`src/rtl/itpc_pkg.sv`:
```
package itpc_pkg;

   localparam int STACK_DEPTH_DEFAULT = 32;
   localparam int ENTRY_WIDTH = 7;
   localparam int CODE_WIDTH = 5;
   localparam int TAG_WIDTH = 16;
   localparam int NUM_OPS = 6;
   localparam int NUM_FUNCS = 19;

   typedef enum logic [2:0] {
      TK_NUMBER    = 3'd0,
      TK_FUNCTION  = 3'd1,
      TK_COMMA     = 3'd2,
      TK_FACTORIAL = 3'd3,
      TK_OPERATOR  = 3'd4,
      TK_LPAREN    = 3'd5,
      TK_RPAREN    = 3'd6,
      TK_END       = 3'd7
   } token_kind_type;

   typedef enum logic [1:0] {
      ENT_OP    = 2'd0,
      ENT_FUNC  = 2'd1,
      ENT_PAREN = 2'd2
   } entry_kind_type;

   typedef enum logic [1:0] {
      RK_NUM  = 2'd0,
      RK_OP   = 2'd1,
      RK_FUNC = 2'd2,
      RK_FACT = 2'd3
   } out_kind_type;

   typedef enum logic [1:0] {
      ERR_NONE     = 2'd0,
      ERR_PAREN    = 2'd1,
      ERR_OVERFLOW = 2'd2
   } error_type;

   typedef enum logic [1:0] {
      EMIT_NUMBER = 2'd0,
      EMIT_FACT   = 2'd1,
      EMIT_TOP    = 2'd2,
      EMIT_ERROR  = 2'd3
   } emit_sel_type;

   typedef struct packed {
      out_kind_type            kind;
      logic [CODE_WIDTH-1:0]   code;
      logic [TAG_WIDTH-1:0]    tag;
      error_type               err;
   } result_type;

   typedef struct packed {
      logic         load_token;
      logic         emit;
      emit_sel_type emit_sel;
      logic         flush;
      logic         read_top;
      logic         pop;
      logic         push;
      logic         set_err_paren;
      logic         set_err_over;
      logic         clear_err;
   } cmd_type;

   typedef struct packed {
      token_kind_type kind;
      logic           code_ok;
      logic           count_zero;
      logic           count_one;
      logic           full;
      entry_kind_type top_kind;
      logic           top_pops;
      logic           emit_ok;
      logic           flush_ok;
      logic           pend_valid;
      logic           err_set;
   } status_type;

   function automatic logic [2:0] op_prec(input logic [CODE_WIDTH-1:0] code);
      logic [2:0] p;
      unique case (code)
         5'd0:                   p = 3'd4;
         5'd1, 5'd2, 5'd3:       p = 3'd3;
         5'd4, 5'd5:             p = 3'd2;
         default:                p = 3'd0;
      endcase
      return p;
   endfunction

   function automatic logic op_right(input logic [CODE_WIDTH-1:0] code);
      return code == 5'd0;
   endfunction

endpackage

```
`src/rtl/infix_to_postfix_converter.sv`:
```
// A token is taken in IDLE and decoded in DECODE. A number or factorial result
// goes to a pending register and moves to the output register when the next
// result is emitted or at the flush in FINISH. Each stack entry examined takes
// a RAM read (FETCH), then a decision (CHECK); a push has its own PUSH step.
// One token is in flight at a time; a held result stalls the emit steps.
// Reset (synchronous, active high) empties the stack and clears the pending and output valid flags.
module infix_to_postfix_converter
   import itpc_pkg::*;
#(
   parameter int STACK_DEPTH = STACK_DEPTH_DEFAULT
) (
   input  logic        clock,
   input  logic        reset,
   input  logic        req_tvalid,
   output logic        req_tready,
   input  logic [23:0] req_tdata,   // op_code[4:0], token_tag[20:5], zero pad
   input  logic [2:0]  req_tuser,   // kind[2:0]
   output logic        rsp_tvalid,
   input  logic        rsp_tready,
   output logic [23:0] rsp_tdata,   // out_code[4:0], out_tag[20:5], error[22:21], pad
   output logic [1:0]  rsp_tuser,   // out_kind[1:0]
   output logic        rsp_tlast
);

   cmd_type    cmd;
   status_type sts;

   itpc_ctrl u_ctrl (
      .clock      (clock),
      .reset      (reset),
      .req_tvalid (req_tvalid),
      .req_tready (req_tready),
      .sts        (sts),
      .cmd        (cmd)
   );

   itpc_datapath #(
      .STACK_DEPTH (STACK_DEPTH)
   ) u_datapath (
      .clock      (clock),
      .reset      (reset),
      .req_tdata  (req_tdata),
      .req_tuser  (req_tuser),
      .rsp_tvalid (rsp_tvalid),
      .rsp_tready (rsp_tready),
      .rsp_tdata  (rsp_tdata),
      .rsp_tuser  (rsp_tuser),
      .rsp_tlast  (rsp_tlast),
      .cmd        (cmd),
      .sts        (sts)
   );

endmodule

```
`src/rtl/itpc_ram.sv`:
```
module itpc_ram #(
   parameter int WIDTH = 8,
   parameter int DEPTH = 32
) (
   input  logic                     clock,
   input  logic                     wr_en,
   input  logic [$clog2(DEPTH)-1:0] wr_addr,
   input  logic [WIDTH-1:0]         wr_data,
   input  logic                     rd_en,
   input  logic [$clog2(DEPTH)-1:0] rd_addr,
   output logic [WIDTH-1:0]         rd_data
);

   logic [WIDTH-1:0] mem_ff [DEPTH];
   logic [WIDTH-1:0] rd_data_ff;

   always_ff @(posedge clock) begin
      if (wr_en) begin
         mem_ff[wr_addr] <= wr_data;
      end
      if (rd_en) begin
         rd_data_ff <= mem_ff[rd_addr];
      end
   end

   assign rd_data = rd_data_ff;

endmodule

```
`src/rtl/itpc_ctrl.sv`:
```
module itpc_ctrl
   import itpc_pkg::*;
(
   input  logic       clock,
   input  logic       reset,
   input  logic       req_tvalid,
   output logic       req_tready,
   input  status_type sts,
   output cmd_type    cmd
);

   typedef enum logic [5:0] {
      ST_IDLE   = 6'b000001,
      ST_DECODE = 6'b000010,
      ST_FETCH  = 6'b000100,
      ST_CHECK  = 6'b001000,
      ST_PUSH   = 6'b010000,
      ST_FINISH = 6'b100000
   } state_type;

   state_type state_ff, state_in;

   always_comb begin
      state_in   = state_ff;
      cmd        = '0;
      req_tready = (state_ff == ST_IDLE);
      unique case (state_ff)
         ST_IDLE: begin
            if (req_tvalid) begin
               cmd.load_token = 1'b1;
               state_in       = ST_DECODE;
            end
         end
         ST_DECODE: begin
            unique case (sts.kind)
               TK_NUMBER, TK_FACTORIAL: begin
                  if (sts.emit_ok) begin
                     cmd.emit     = 1'b1;
                     cmd.emit_sel = (sts.kind == TK_NUMBER) ? EMIT_NUMBER : EMIT_FACT;
                     state_in     = ST_FINISH;
                  end
               end
               TK_COMMA:    state_in = ST_FINISH;
               TK_FUNCTION: state_in = sts.code_ok ? ST_PUSH : ST_FINISH;
               TK_OPERATOR: begin
                  if (!sts.code_ok) begin
                     state_in = ST_FINISH;
                  end else begin
                     state_in = sts.count_zero ? ST_PUSH : ST_FETCH;
                  end
               end
               TK_LPAREN:   state_in = sts.count_zero ? ST_PUSH : ST_FETCH;
               TK_RPAREN: begin
                  if (sts.count_zero) begin
                     cmd.set_err_paren = 1'b1;
                     state_in          = ST_FINISH;
                  end else begin
                     state_in = ST_FETCH;
                  end
               end
               TK_END:      state_in = sts.count_zero ? ST_FINISH : ST_FETCH;
               default:     state_in = ST_FINISH;
            endcase
         end
         ST_FETCH: begin
            cmd.read_top = 1'b1;
            state_in     = ST_CHECK;
         end
         ST_CHECK: begin
            unique case (sts.kind)
               TK_OPERATOR: begin
                  priority if (sts.top_pops) begin
                     if (sts.emit_ok) begin
                        cmd.emit     = 1'b1;
                        cmd.emit_sel = EMIT_TOP;
                        cmd.pop      = 1'b1;
                        state_in     = sts.count_one ? ST_PUSH : ST_FETCH;
                     end
                  end else begin
                     state_in = ST_PUSH;
                  end
               end
               TK_LPAREN: begin
                  state_in = (sts.top_kind == ENT_FUNC) ? ST_FINISH : ST_PUSH;
               end
               TK_RPAREN: begin
                  priority if (sts.top_kind == ENT_PAREN) begin
                     cmd.pop  = 1'b1;
                     state_in = ST_FINISH;
                  end else if (sts.emit_ok) begin
                     cmd.emit     = 1'b1;
                     cmd.emit_sel = EMIT_TOP;
                     cmd.pop      = 1'b1;
                     priority if (sts.top_kind == ENT_FUNC) begin
                        state_in = ST_FINISH;
                     end else if (sts.count_one) begin
                        cmd.set_err_paren = 1'b1;
                        state_in          = ST_FINISH;
                     end else begin
                        state_in = ST_FETCH;
                     end
                  end
               end
               TK_END: begin
                  priority if (sts.top_kind == ENT_PAREN) begin
                     cmd.pop           = 1'b1;
                     cmd.set_err_paren = 1'b1;
                     state_in          = sts.count_one ? ST_FINISH : ST_FETCH;
                  end else if (sts.emit_ok) begin
                     cmd.emit     = 1'b1;
                     cmd.emit_sel = EMIT_TOP;
                     cmd.pop      = 1'b1;
                     state_in     = sts.count_one ? ST_FINISH : ST_FETCH;
                  end
               end
               default: state_in = ST_FINISH;
            endcase
         end
         ST_PUSH: begin
            if (sts.full) begin
               cmd.set_err_over = 1'b1;
            end else begin
               cmd.push = 1'b1;
            end
            state_in = ST_FINISH;
         end
         ST_FINISH: begin
            priority if (sts.err_set) begin
               if (sts.emit_ok) begin
                  cmd.emit      = 1'b1;
                  cmd.emit_sel  = EMIT_ERROR;
                  cmd.clear_err = 1'b1;
               end
            end else if (sts.pend_valid) begin
               if (sts.flush_ok) begin
                  cmd.flush = 1'b1;
                  state_in  = ST_IDLE;
               end
            end else begin
               state_in = ST_IDLE;
            end
         end
         default: state_in = ST_IDLE;
      endcase
   end

   always_ff @(posedge clock) begin
      if (reset) begin
         state_ff <= ST_IDLE;
      end else begin
         state_ff <= state_in;
      end
   end

endmodule

```
`src/rtl/itpc_datapath.sv`:
```
module itpc_datapath
   import itpc_pkg::*;
#(
   parameter int STACK_DEPTH = STACK_DEPTH_DEFAULT
) (
   input  logic        clock,
   input  logic        reset,
   input  logic [23:0] req_tdata,
   input  logic [2:0]  req_tuser,
   output logic        rsp_tvalid,
   input  logic        rsp_tready,
   output logic [23:0] rsp_tdata,
   output logic [1:0]  rsp_tuser,
   output logic        rsp_tlast,
   input  cmd_type     cmd,
   output status_type  sts
);

   localparam int CountWidth = $clog2(STACK_DEPTH + 1);
   localparam int AddrWidth  = $clog2(STACK_DEPTH);

   token_kind_type          kind_ff;
   logic [CODE_WIDTH-1:0]   code_ff;
   logic [TAG_WIDTH-1:0]    tag_ff;
   logic [CountWidth-1:0]   count_ff, count_in, count_dec;
   error_type               err_ff, err_in;
   result_type              pend_ff, pend_in, rsp_ff, rsp_in, new_res;
   logic                    pend_valid_ff, pend_valid_in;
   logic                    rsp_valid_ff, rsp_valid_in;
   logic                    rsp_last_ff, rsp_last_in;
   logic [ENTRY_WIDTH-1:0]  top_entry, push_entry;
   entry_kind_type          top_kind, push_kind;
   logic [CODE_WIDTH-1:0]   top_code;
   logic                    rsp_free;

   assign count_dec = count_ff - 1'b1;

   itpc_ram #(
      .WIDTH (ENTRY_WIDTH),
      .DEPTH (STACK_DEPTH)
   ) u_stack (
      .clock   (clock),
      .wr_en   (cmd.push),
      .wr_addr (count_ff[AddrWidth-1:0]),
      .wr_data (push_entry),
      .rd_en   (cmd.read_top),
      .rd_addr (count_dec[AddrWidth-1:0]),
      .rd_data (top_entry)
   );

   assign top_kind = entry_kind_type'(top_entry[6:5]);
   assign top_code = top_entry[4:0];

   always_comb begin
      unique case (kind_ff)
         TK_FUNCTION: push_kind = ENT_FUNC;
         TK_LPAREN:   push_kind = ENT_PAREN;
         default:     push_kind = ENT_OP;
      endcase
      push_entry = {push_kind, (kind_ff == TK_LPAREN) ? '0 : code_ff};
   end

   assign rsp_free = !rsp_valid_ff || rsp_tready;

   always_comb begin
      sts            = '0;
      sts.kind       = kind_ff;
      sts.code_ok    = (kind_ff == TK_FUNCTION) ? (code_ff < CODE_WIDTH'(NUM_FUNCS))
                                                : (code_ff < CODE_WIDTH'(NUM_OPS));
      sts.count_zero = (count_ff == '0);
      sts.count_one  = (count_ff == CountWidth'(1));
      sts.full       = (count_ff == CountWidth'(STACK_DEPTH));
      sts.top_kind   = top_kind;
      sts.top_pops   = (top_kind == ENT_OP) && (top_code < CODE_WIDTH'(NUM_OPS)) &&
                       (op_right(code_ff) ? (op_prec(code_ff) <  op_prec(top_code))
                                          : (op_prec(code_ff) <= op_prec(top_code)));
      sts.emit_ok    = !pend_valid_ff || rsp_free;
      sts.flush_ok   = rsp_free;
      sts.pend_valid = pend_valid_ff;
      sts.err_set    = (err_ff != ERR_NONE);
   end

   always_comb begin
      new_res = '{kind: RK_NUM, code: '0, tag: '0, err: ERR_NONE};
      unique case (cmd.emit_sel)
         EMIT_NUMBER: new_res.tag  = tag_ff;
         EMIT_FACT:   new_res.kind = RK_FACT;
         EMIT_TOP: begin
            new_res.kind = (top_kind == ENT_FUNC) ? RK_FUNC : RK_OP;
            new_res.code = top_code;
         end
         EMIT_ERROR:  new_res.err  = err_ff;
         default:     new_res.err  = ERR_NONE;
      endcase
   end

   always_comb begin
      count_in      = count_ff;
      err_in        = err_ff;
      pend_in       = pend_ff;
      pend_valid_in = pend_valid_ff;
      rsp_in        = rsp_ff;
      rsp_last_in   = rsp_last_ff;
      rsp_valid_in  = rsp_valid_ff && !rsp_tready;

      if (cmd.pop) begin
         count_in = count_dec;
      end else if (cmd.push) begin
         count_in = count_ff + 1'b1;
      end

      priority if (cmd.clear_err) begin
         err_in = ERR_NONE;
      end else if (cmd.set_err_paren) begin
         err_in = ERR_PAREN;
      end else if (cmd.set_err_over) begin
         err_in = ERR_OVERFLOW;
      end

      if (cmd.emit) begin
         if (pend_valid_ff) begin
            rsp_in       = pend_ff;
            rsp_last_in  = 1'b0;
            rsp_valid_in = 1'b1;
         end
         pend_in       = new_res;
         pend_valid_in = 1'b1;
      end else if (cmd.flush) begin
         rsp_in        = pend_ff;
         rsp_last_in   = 1'b1;
         rsp_valid_in  = 1'b1;
         pend_valid_in = 1'b0;
      end
   end

   always_ff @(posedge clock) begin
      if (reset) begin
         count_ff      <= '0;
         err_ff        <= ERR_NONE;
         pend_valid_ff <= 1'b0;
         rsp_valid_ff  <= 1'b0;
      end else begin
         count_ff      <= count_in;
         err_ff        <= err_in;
         pend_valid_ff <= pend_valid_in;
         rsp_valid_ff  <= rsp_valid_in;
      end
   end

   always_ff @(posedge clock) begin
      if (cmd.load_token) begin
         kind_ff <= token_kind_type'(req_tuser);
         code_ff <= req_tdata[4:0];
         tag_ff  <= req_tdata[20:5];
      end
      pend_ff     <= pend_in;
      rsp_ff      <= rsp_in;
      rsp_last_ff <= rsp_last_in;
   end

   assign rsp_tvalid = rsp_valid_ff;
   assign rsp_tdata  = {1'b0, rsp_ff.err, rsp_ff.tag, rsp_ff.code};
   assign rsp_tuser  = rsp_ff.kind;
   assign rsp_tlast  = rsp_last_ff;

endmodule
```
`config.mk`:
```
export PLATFORM = sky130hd
export DESIGN_NAME = infix_to_postfix_converter
export DESIGN_NICKNAME = d
export VERILOG_FILES = /design/src/rtl/itpc_pkg.sv /design/src/rtl/infix_to_postfix_converter.sv /design/src/rtl/itpc_ram.sv /design/src/rtl/itpc_ctrl.sv /design/src/rtl/itpc_datapath.sv
export SDC_FILE = /design/constraint.sdc
export NUM_CORES = 1
export LEC_CHECK = 0
export BUFFER_PORTS_ARGS = -buffer_cell sky130_fd_sc_hd__clkbuf_2
export CAP_MARGIN = 20
export CORE_MARGIN = 2
export CORE_UTILIZATION = 45
export DETAILED_ROUTE_END_ITERATION = 10
export PLACE_DENSITY = 0.68
export RECOVER_POWER = 50
export SETUP_SLACK_MARGIN = 0.02
export SYNTH_ARGS = -nofsm -noshare
export SYNTH_HDL_FRONTEND = slang
export SYNTH_HIERARCHICAL = 1
export SYNTH_SLANG_ARGS = --single-unit
```
`constraint.sdc`:
```
create_clock -name clock -period 5.1 [get_ports clock]
set_clock_uncertainty 0.2 [all_clocks]
set_input_delay 0 -clock clock [delete_from_list [all_inputs] [get_ports clock]]
set_output_delay 0 -clock clock [all_outputs]
set_load 0.01 [all_outputs]
```
==> run_results.csv, run 1 <==
group,metric,value,unit
synthesis,synth_fp_nets,713,
timing,setup_viol,0,
clock_network,ctsLongestPathBuffers,3,
die,die_area,29930,um^2
detailed_routing,drc,0,
power,power_leakage,0.004903,uW
detailed_routing,drt_iter0_drc,591,
grt,gr-total-overflow,0,
detailed_routing,viasPerCell,5.519,
power,ir_drop,195.1,uV
synthesis,synth_edf_count,306,
layout,num-nets-final,822,
run,cap_violations,1,
detailed_routing,vias,6534,
detailed_routing,wl,24790,um
layout,fillCellCount,2152,
layout,areaGrowthSynthToFinish,16.26,%
worst_setup_path,arrival,4.47,ns
clock_network,insertion_delay,0.51,ns
clock_network,root_buffer,"clkbuf_16",
die,die_x,173,um
timing,max-slew-margin-rel,-5.839,%
grt,grt_pass1_wl,38670,um
layout,regArea,9509,um^2
worst_setup_path,end_kind,"register",
timing,tightest_slew,1.588,ns
worst_setup_path,worstSetupPathType,"register to register",
outcome,status,"finished with violations",
synthesis,postSynthCellCount,672,
timing,finalSetupTns,0,ns
timing,final_hold_viol_count,0,
layout,multi_input_area,3138,um^2
worst_setup_path,crit-reg2reg-launch,"u_datapath/code_ff[2]",
grt,grt_antenna_before_repair,0,
clock_network,htree_num_levels,2,
die,num_rows,61,
detailed_routing,firstDrtPassIters,5,
placement,gp_congestion,0.8568,
power,total_power,5569,uW
worst_setup_path,cp.required,5.27,ns
clock_network,post_cts_buffers,0,
synthesis,yosysUniqueCellTypes,60,
timing,maxSlewViolCount,33,
timing,rsz0062_at_grt,"no",
placement,dp_hpwl,15570,um
synthesis,seq_area_frac_synth,73.99,%
grt,grt_pass1_vias,6761,
timing,fmax,232.8,MHz
grt,grt_max_degree,57,
grt,grt_usage,16.70,%
outcome,violations,"capacitance limit, slew limit",
timing,period_share,84.22,%
worst_setup_path,ff2ff_setup_slack,0.80,ns
clock_network,cts_sinks,322,
layout,drive_gt1_share,21.59,%
die,start_util,46.01,%
die,die_height,173,um
hold_path,hp-start,"req_tdata[20]",
worst_setup_path,r2r-end,"u_datapath/count_ff[3]",
worst_setup_path,reg2reg_depth,14,
placement,port_buffers,55,
synthesis,yosys_most_used_dff,"edfxtp_1",
clock_network,clk_pin_slew,0.06,ns
timing,period_needed,4.295,ns
synthesis,synth-seq-cells,322,
clock_network,cts-buffers-inserted,36,
synthesis,ys_warn_count,6,
synthesis,async_flop_share,0,%
hold_path,min_path_type,"primary input to register",
clock_network,cts_tree,"built",
worst_setup_path,worstPathMaxFanout,7,
die,num_io_pins,60,
power,power_density,372.7,nW/um^2
layout,antenna_cells,0,
die,core_area,27930,um^2
hold_path,min_to,"u_datapath/tag_ff[15]",
synthesis,synth_area_per_cell,19.13,um^2
hold_path,whs_path_depth,2,
detailed_routing,ant_nets,0,
synthesis,netlist_area,12850,um^2
detailed_routing,avgRoutedWirePerCell,20.94,um
worst_setup_path,startpoint_type,"register",
## logic make-up (layout without fill, tap and decap cells)
family,count (synthesis),after routing,synth area share (%)
other,1,1,0.02918
multiplexers,79,79,13.05
AO/OA/AOI/OAI,40,40,2.054
AND/OR/NAND/NOR,171,171,7.671
XOR/XNOR,9,9,0.6133
flip-flops,322,322,73.99
buffers and inverters,40,174,1.626
adder cells (fa/ha/maj),10,10,0.9735
## synth_stat cells, types with 3 or more instances
library cell / count / area, um^2
xor2_1: 5 / 43.79
buf_4: 3 / 22.52
o21a_1: 3 / 22.52
nor2b_1: 11 / 68.82
nand3b_1: 9 / 67.56
nor4_1: 4 / 25.02
a211oi_1: 5 / 37.54
nand3_1: 6 / 30.03
and2_1: 33 / 206.5
and3b_1: 5 / 43.79
nand2_1: 17 / 63.81
or3b_2: 3 / 26.28
ha_1: 10 / 125.1
o22ai_1: 3 / 18.77
or3_1: 3 / 18.77
mux4_2: 70 / 1577
buf_1: 4 / 15.01
dfxtp_1: 16 / 320.3
clkbuf_1: 11 / 41.29
mux2_2: 8 / 90.09
nor3_1: 6 / 30.03
xnor2_1: 4 / 35.03
o21ai_0: 8 / 40.04
nor2_1: 51 / 191.4
buf_6: 6 / 67.56
edfxtp_1: 306 / 9189
inv_1: 14 / 52.55
nand2b_1: 4 / 25.02
a21oi_1: 9 / 45.04
## report_power, final
part | switching [uW] | internal (uW) | leakage (uW) | total (uW)
Sequential | 15.6 | 2930 | 0.00291 | 2950
Combinational | 89.0 | 46.4 | 0.00142 | 135
Clock | 967 | 1520 | 0.000572 | 2480
Total | 1070 | 4500 | 0.00490 | 5570
## per-stage QoR
| stage | worst slack, ns | util (%) | area, um^2 | hold slack [ns] | cells |
|---|---|---|---|---|---|
| after global routing | 0.6064 | 53.49 | 14940 | 0.01183 | 1184 |
| after CTS | 0.8148 | 53.68 | 14990 | 0.002361 | 1180 |
| final | 0.8049 | 53.49 | 14940 | 0.02023 | 1184 |
| after floorplan | 0.7236 | - | 12850 | -0.1309 | 672 |
| after global placement | 1.001 | 48.33 | 13500 | -0.02042 | 1084 |
| after detailed placement | 0.8627 | 48.39 | 13520 | -0.02137 | 1085 |
## registers in the layout (all words and copies together) (netlist names), 2 cells and up
register and count:
u_ctrl/state_ff 6, u_datapath/u_stack/rd_data 7, u_datapath/code_ff 5, u_datapath/err_ff 2
u_datapath/u_stack/mem_ff 224, u_datapath/count_ff 6, u_datapath/rsp_tuser 2, u_datapath/tag_ff 16
u_datapath/rsp_tdata 23, u_datapath/kind_ff 3, u_datapath/pend_ff 25
## metal layers
layer | routed length, um | global-route usage (%) | up-vias
li1 | - | - | 2897
met1 | 10420 | 21.85 | 3359
met2 | 12630 | 28.95 | 231
met3 | 1186 | 2.814 | 47
met4 | 562 | 4.802 | 0
met5 | 0 | 0 | -
## repair_timing
| action | in CTS | in global routing |
|---|---|---|
| resized for setup | 0 | 0 |
| endpoints found under the hold margin | 40 | 0 |
| hold buffers | 32 | 0 |
## how the worst max path moves through the flow
| stage | startpoint | end | slack, ns | cells after the start |
|---|---|---|---|---|
| 6_report | u_datapath/code_ff[2] | u_datapath/count_ff[3] | 0.80 | 14 |
| 5_1_grt | u_datapath/code_ff[2] | u_datapath/rsp_tdata[21] | 0.61 | 12 |
| 4_1_cts | u_datapath/code_ff[2] | u_datapath/count_ff[3] | 0.81 | 14 |
| 3_5_place_dp | u_datapath/code_ff[2] | u_datapath/count_ff[3] | 0.86 | 14 |
| 3_3_place_gp | u_datapath/code_ff[2] | u_datapath/rsp_tdata[10] | 1.00 | 12 |
| 2_1_floorplan | u_datapath/code_ff[2] | u_datapath/rsp_tdata[0] | 0.72 | 12 |
## cell usage in the layout, fill, tap and decap left out, types with 4 or more instances in the layout
cell,count
buf_4,4
a21oi_1,9
and2_1,28
dlygate4sd3_1,32
o21ai_0,8
nor2_1,51
mux2_2,8
mux4_2,70
nor4_1,5
nand3_1,6
clkbuf_16,38
nor2b_1,11
ha_1,10
nand3b_1,9
and3b_1,5
clkinv_2,11
edfxtp_1,306
a211oi_1,5
nand2b_1,4
and2_0,5
clkbuf_1,45
xor2_1,4
inv_1,13
clkbuf_2,25
nor3_1,6
xnor2_1,4
dfxtp_1,16
nand2_1,17
## worst max-delay path, cell delays in order, from the launching register on
cell,delay (ns)
edfxtp_1,0.44
or3_1,0.43
and2_1,0.18
ha_1,0.31
nor2b_1,0.14
o21a_1,0.16
o22a_1,0.20
nor4_1,0.33
nor2b_1,0.31
nand2_1,0.10
a21oi_1,0.51
or3b_1,0.44
mux2i_1,0.21
xnor2_1,0.16
nor2_1,0.06
## cell type report
class                           count  share of cell area, %
Clock inverter                     16                  1.156
Tap cell                          378                  3.165
Sequential cell                   322                  63.64
Timing Repair Buffer               97                  4.086
Multi-Input combinational cell    310                  21.00
Clock buffer                       47                  6.590
Inverter                           14                 0.3601
Note: power is estimated with default switching activity, not from simulation.
==> run 2: changes to the inputs <==
--- a/config.mk
+++ b/config.mk
@@ -10,7 +10,7 @@
 export CORE_MARGIN = 2
 export CORE_UTILIZATION = 45
 export DETAILED_ROUTE_END_ITERATION = 10
-export PLACE_DENSITY = 0.68
+export PLACE_DENSITY = 0.71
 export RECOVER_POWER = 50
 export SETUP_SLACK_MARGIN = 0.02
 export SYNTH_ARGS = -nofsm -noshare
==> constraint.sdc (replaced) <==
create_clock -name clock -period 3.6 [get_ports clock]
set_clock_uncertainty 0.2 [all_clocks]
set_input_delay 0 -clock clock [delete_from_list [all_inputs] [get_ports clock]]
set_output_delay 0 -clock clock [all_outputs]
set_load 0.01 [all_outputs]
==> run 2 against run 1 <==
Net effect:
- the flow still finishes with violations (capacitance limit, slew limit)
- clock-buffer cell count is 6 lower
- flip-flop and latch count is the same
- fmax is 23% higher
- setup slack got worse by 0.71 ns
- design area rose by 1.9%
- hold slack improved by 0.0065 ns
- via count shrank 2.4%
- global-route usage fell by 0.90 points
- wire length is 4.4% lower
- critical path type unchanged
- critical endpoint is now u_datapath/rsp_tdata[12]
==> run_results.csv, run 2 (synthesized netlist as in run 1, its figures left out) <==
group,metric,value,unit
detailed_routing,vias,6378,
timing,finalSetupTns,0,ns
layout,fillCellCount,2171,
clock_network,htree_num_levels,2,
die,die_area,29930,um^2
clock_network,insertion_delay,0.50,ns
detailed_routing,avgRoutedWirePerCell,19.52,um
power,power.share.sequential,54.9,%
layout,regArea,9509,um^2
clock_network,ctsLongestPathBuffers,3,
worst_setup_path,startpoint_type,"register",
grt,grt_max_degree,58,
clock_network,cts-buffers-inserted,34,
power,ir_drop,271.6,uV
worst_setup_path,end_kind,"register",
layout,regMostFlops,"u_datapath/u_stack/mem_ff",
grt,grt_pass1_vias,6384,
timing,timing.final.ws_setup,0.09395,ns
power,power_leakage,0.005042,uW
timing,final_hold_viol_count,0,
timing,rsz0062_at_grt,"yes",
layout,areaGrowthSynthToFinish,18.47,%
power,power_switching,1494,uW
outcome,violations,"capacitance limit, slew limit",
timing,tightest_slew,1.515,ns
die,num_rows,61,
layout,layout_commonest_cell,"edfxtp_1",
layout,drive_gt1_share,25.12,%
layout,antenna_cells,0,
grt,grt_pass1_wl,36270,um
worst_setup_path,worstPathMaxFanout,7,
detailed_routing,drt_iter0_drc,485,
worst_setup_path,cp.required,3.64,ns
power,switching_share,19.65,%
layout,multi_input_area,3281,um^2
outcome,status,"finished with violations",
worst_setup_path,arrival,3.55,ns
clock_network,cts_tree,"built",
layout,largest_reg_flops,224,
placement,port_buffers,55,
clock_network,clk_pin_slew,0.06,ns
clock_network,cts_sinks,322,
hold_path,min_path_type,"primary input to register",
layout,num-nets-final,853,
placement,gp_congestion,0.8228,
detailed_routing,ant_nets,0,
power,power_frac_clock,42.3,%
worst_setup_path,worstSetupPathType,"register to register",
clock_network,root_buffer,"clkbuf_16",
grt,grt_usage,15.81,%
die,core_area,27930,um^2
timing,maxSlewViolCount,66,
grt,gr-total-overflow,0,
detailed_routing,wl,23700,um
detailed_routing,viasPerCell,5.254,
power,p_comb_share,2.8,%
timing,period_share,97.39,%
placement,dp_worst_setup_slack,0.004562,ns
power,power_density,499.3,nW/um^2
die,start_util,46.01,%
timing,whs,0.02674,ns
timing,setup_viol,0,
power,intPower,6108,uW
placement,dp_hpwl,14410,um
die,die_height,173,um
timing,period_needed,3.506,ns
detailed_routing,drc,0,
die,die_x,173,um
timing,max-slew-margin-rel,-1.032,%
detailed_routing,firstDrtPassIters,5,
run,cap_violations,2,
die,num_io_pins,60,
layout,final_cell_mix,"306 x edfxtp_1, 70 x mux4_2, 51 x nor2_1",
grt,grt_antenna_before_repair,0,
timing,fmax,285.2,MHz
-- run 2: cell count changes in the layout (fill, tap and decap cells not counted), moves of 3 or more --
| cell | before | now |
|---|---|---|
| clkbuf_2 | 25 | 21 |
| buf_4 | 4 | 31 |
| clkinv_2 | 11 | 6 |
| clkbuf_16 | 38 | 35 |
| ha_1 | 10 | 7 |
| clkinv_1 | 0 | 9 |
| ha_4 | 0 | 3 |
-- run 2: critical path, cell delays in order (launching register included) --
cell	delay [ns]
edfxtp_1	0.43
or3_4	0.39
and2_4	0.15
ha_4	0.23
nor2b_4	0.12
o21a_1	0.16
o22a_1	0.21
nor4_2	0.18
nor2b_4	0.21
o21ai_1	0.07
o21ai_1	0.17
buf_4	0.13
o21a_4	0.17
mux2_2	0.42
-- run 2: metal layers --
metal,up-vias,wire length [um],global-route usage (%)
met5,-,0,0
met4,0,646,5.508
met3,40,1246,2.792
met2,174,11420,25.92
met1,3198,10390,21.52
li1,2966,-,-
-- run 2: repair_timing --
| item | CTS | global route |
|---|---|---|
| pin swaps | 0 | 0 |
| endpoints found under the setup margin | 3 | 78 |
| hold buffers | 33 | 0 |
| gates cloned | 1 | 1 |
| endpoints found under the hold margin | 40 | 0 |
| resized for setup | 2 | 17 |
| setup buffers | 0 | 1 |
-- run 2: power by group through the flow --
| stage | clock network [uW] | logic [uW] | registers [uW] |
|---|---|---|---|
| after floorplan | 0 | 99.6 | 4240 |
| after global placement | 0 | 182 | 4240 |
| after detailed placement | 0 | 190 | 4240 |
| after CTS | 3300 | 218 | 4170 |
| after global routing | 3430 | 241 | 4170 |
| final | 3220 | 216 | 4170 |
-- run 2: path summary, 6_finish.rpt --
path	startpoint	end	slack, ns	cells after the start
min	req_tuser[1]	u_datapath/kind_ff[1]	0.03	2
max reg2reg	u_datapath/code_ff[1]	u_datapath/rsp_tdata[12]	0.09	13
max	u_datapath/code_ff[1]	u_datapath/rsp_tdata[12]	0.09	13
min reg2reg	u_datapath/pend_ff[2]	u_datapath/rsp_tdata[5]	0.22	0
-- run 2: stage by stage --
step                cells  area (um^2)  total power [uW]  utilization, %
floorplan             672        12880              4343               -
global placement     1118        13810              4425           49.43
global route         1214        15230              7845           54.51
CTS                  1212        15190              7687           54.37
detailed placement   1118        13810              4435           49.43
finish               1214        15230              7603           54.51
-- run 2: final cells by class --
| type | instances | share of cell area (%) |
|---|---|---|
| tap | 378 | 3.106 |
| sequential | 322 | 62.45 |
| timing repair buffer | 128 | 5.761 |
| clock buffer | 41 | 5.966 |
| inverter | 14 | 0.3534 |
| clock inverter | 19 | 0.8135 |
| multi-input combinational | 312 | 21.55 |
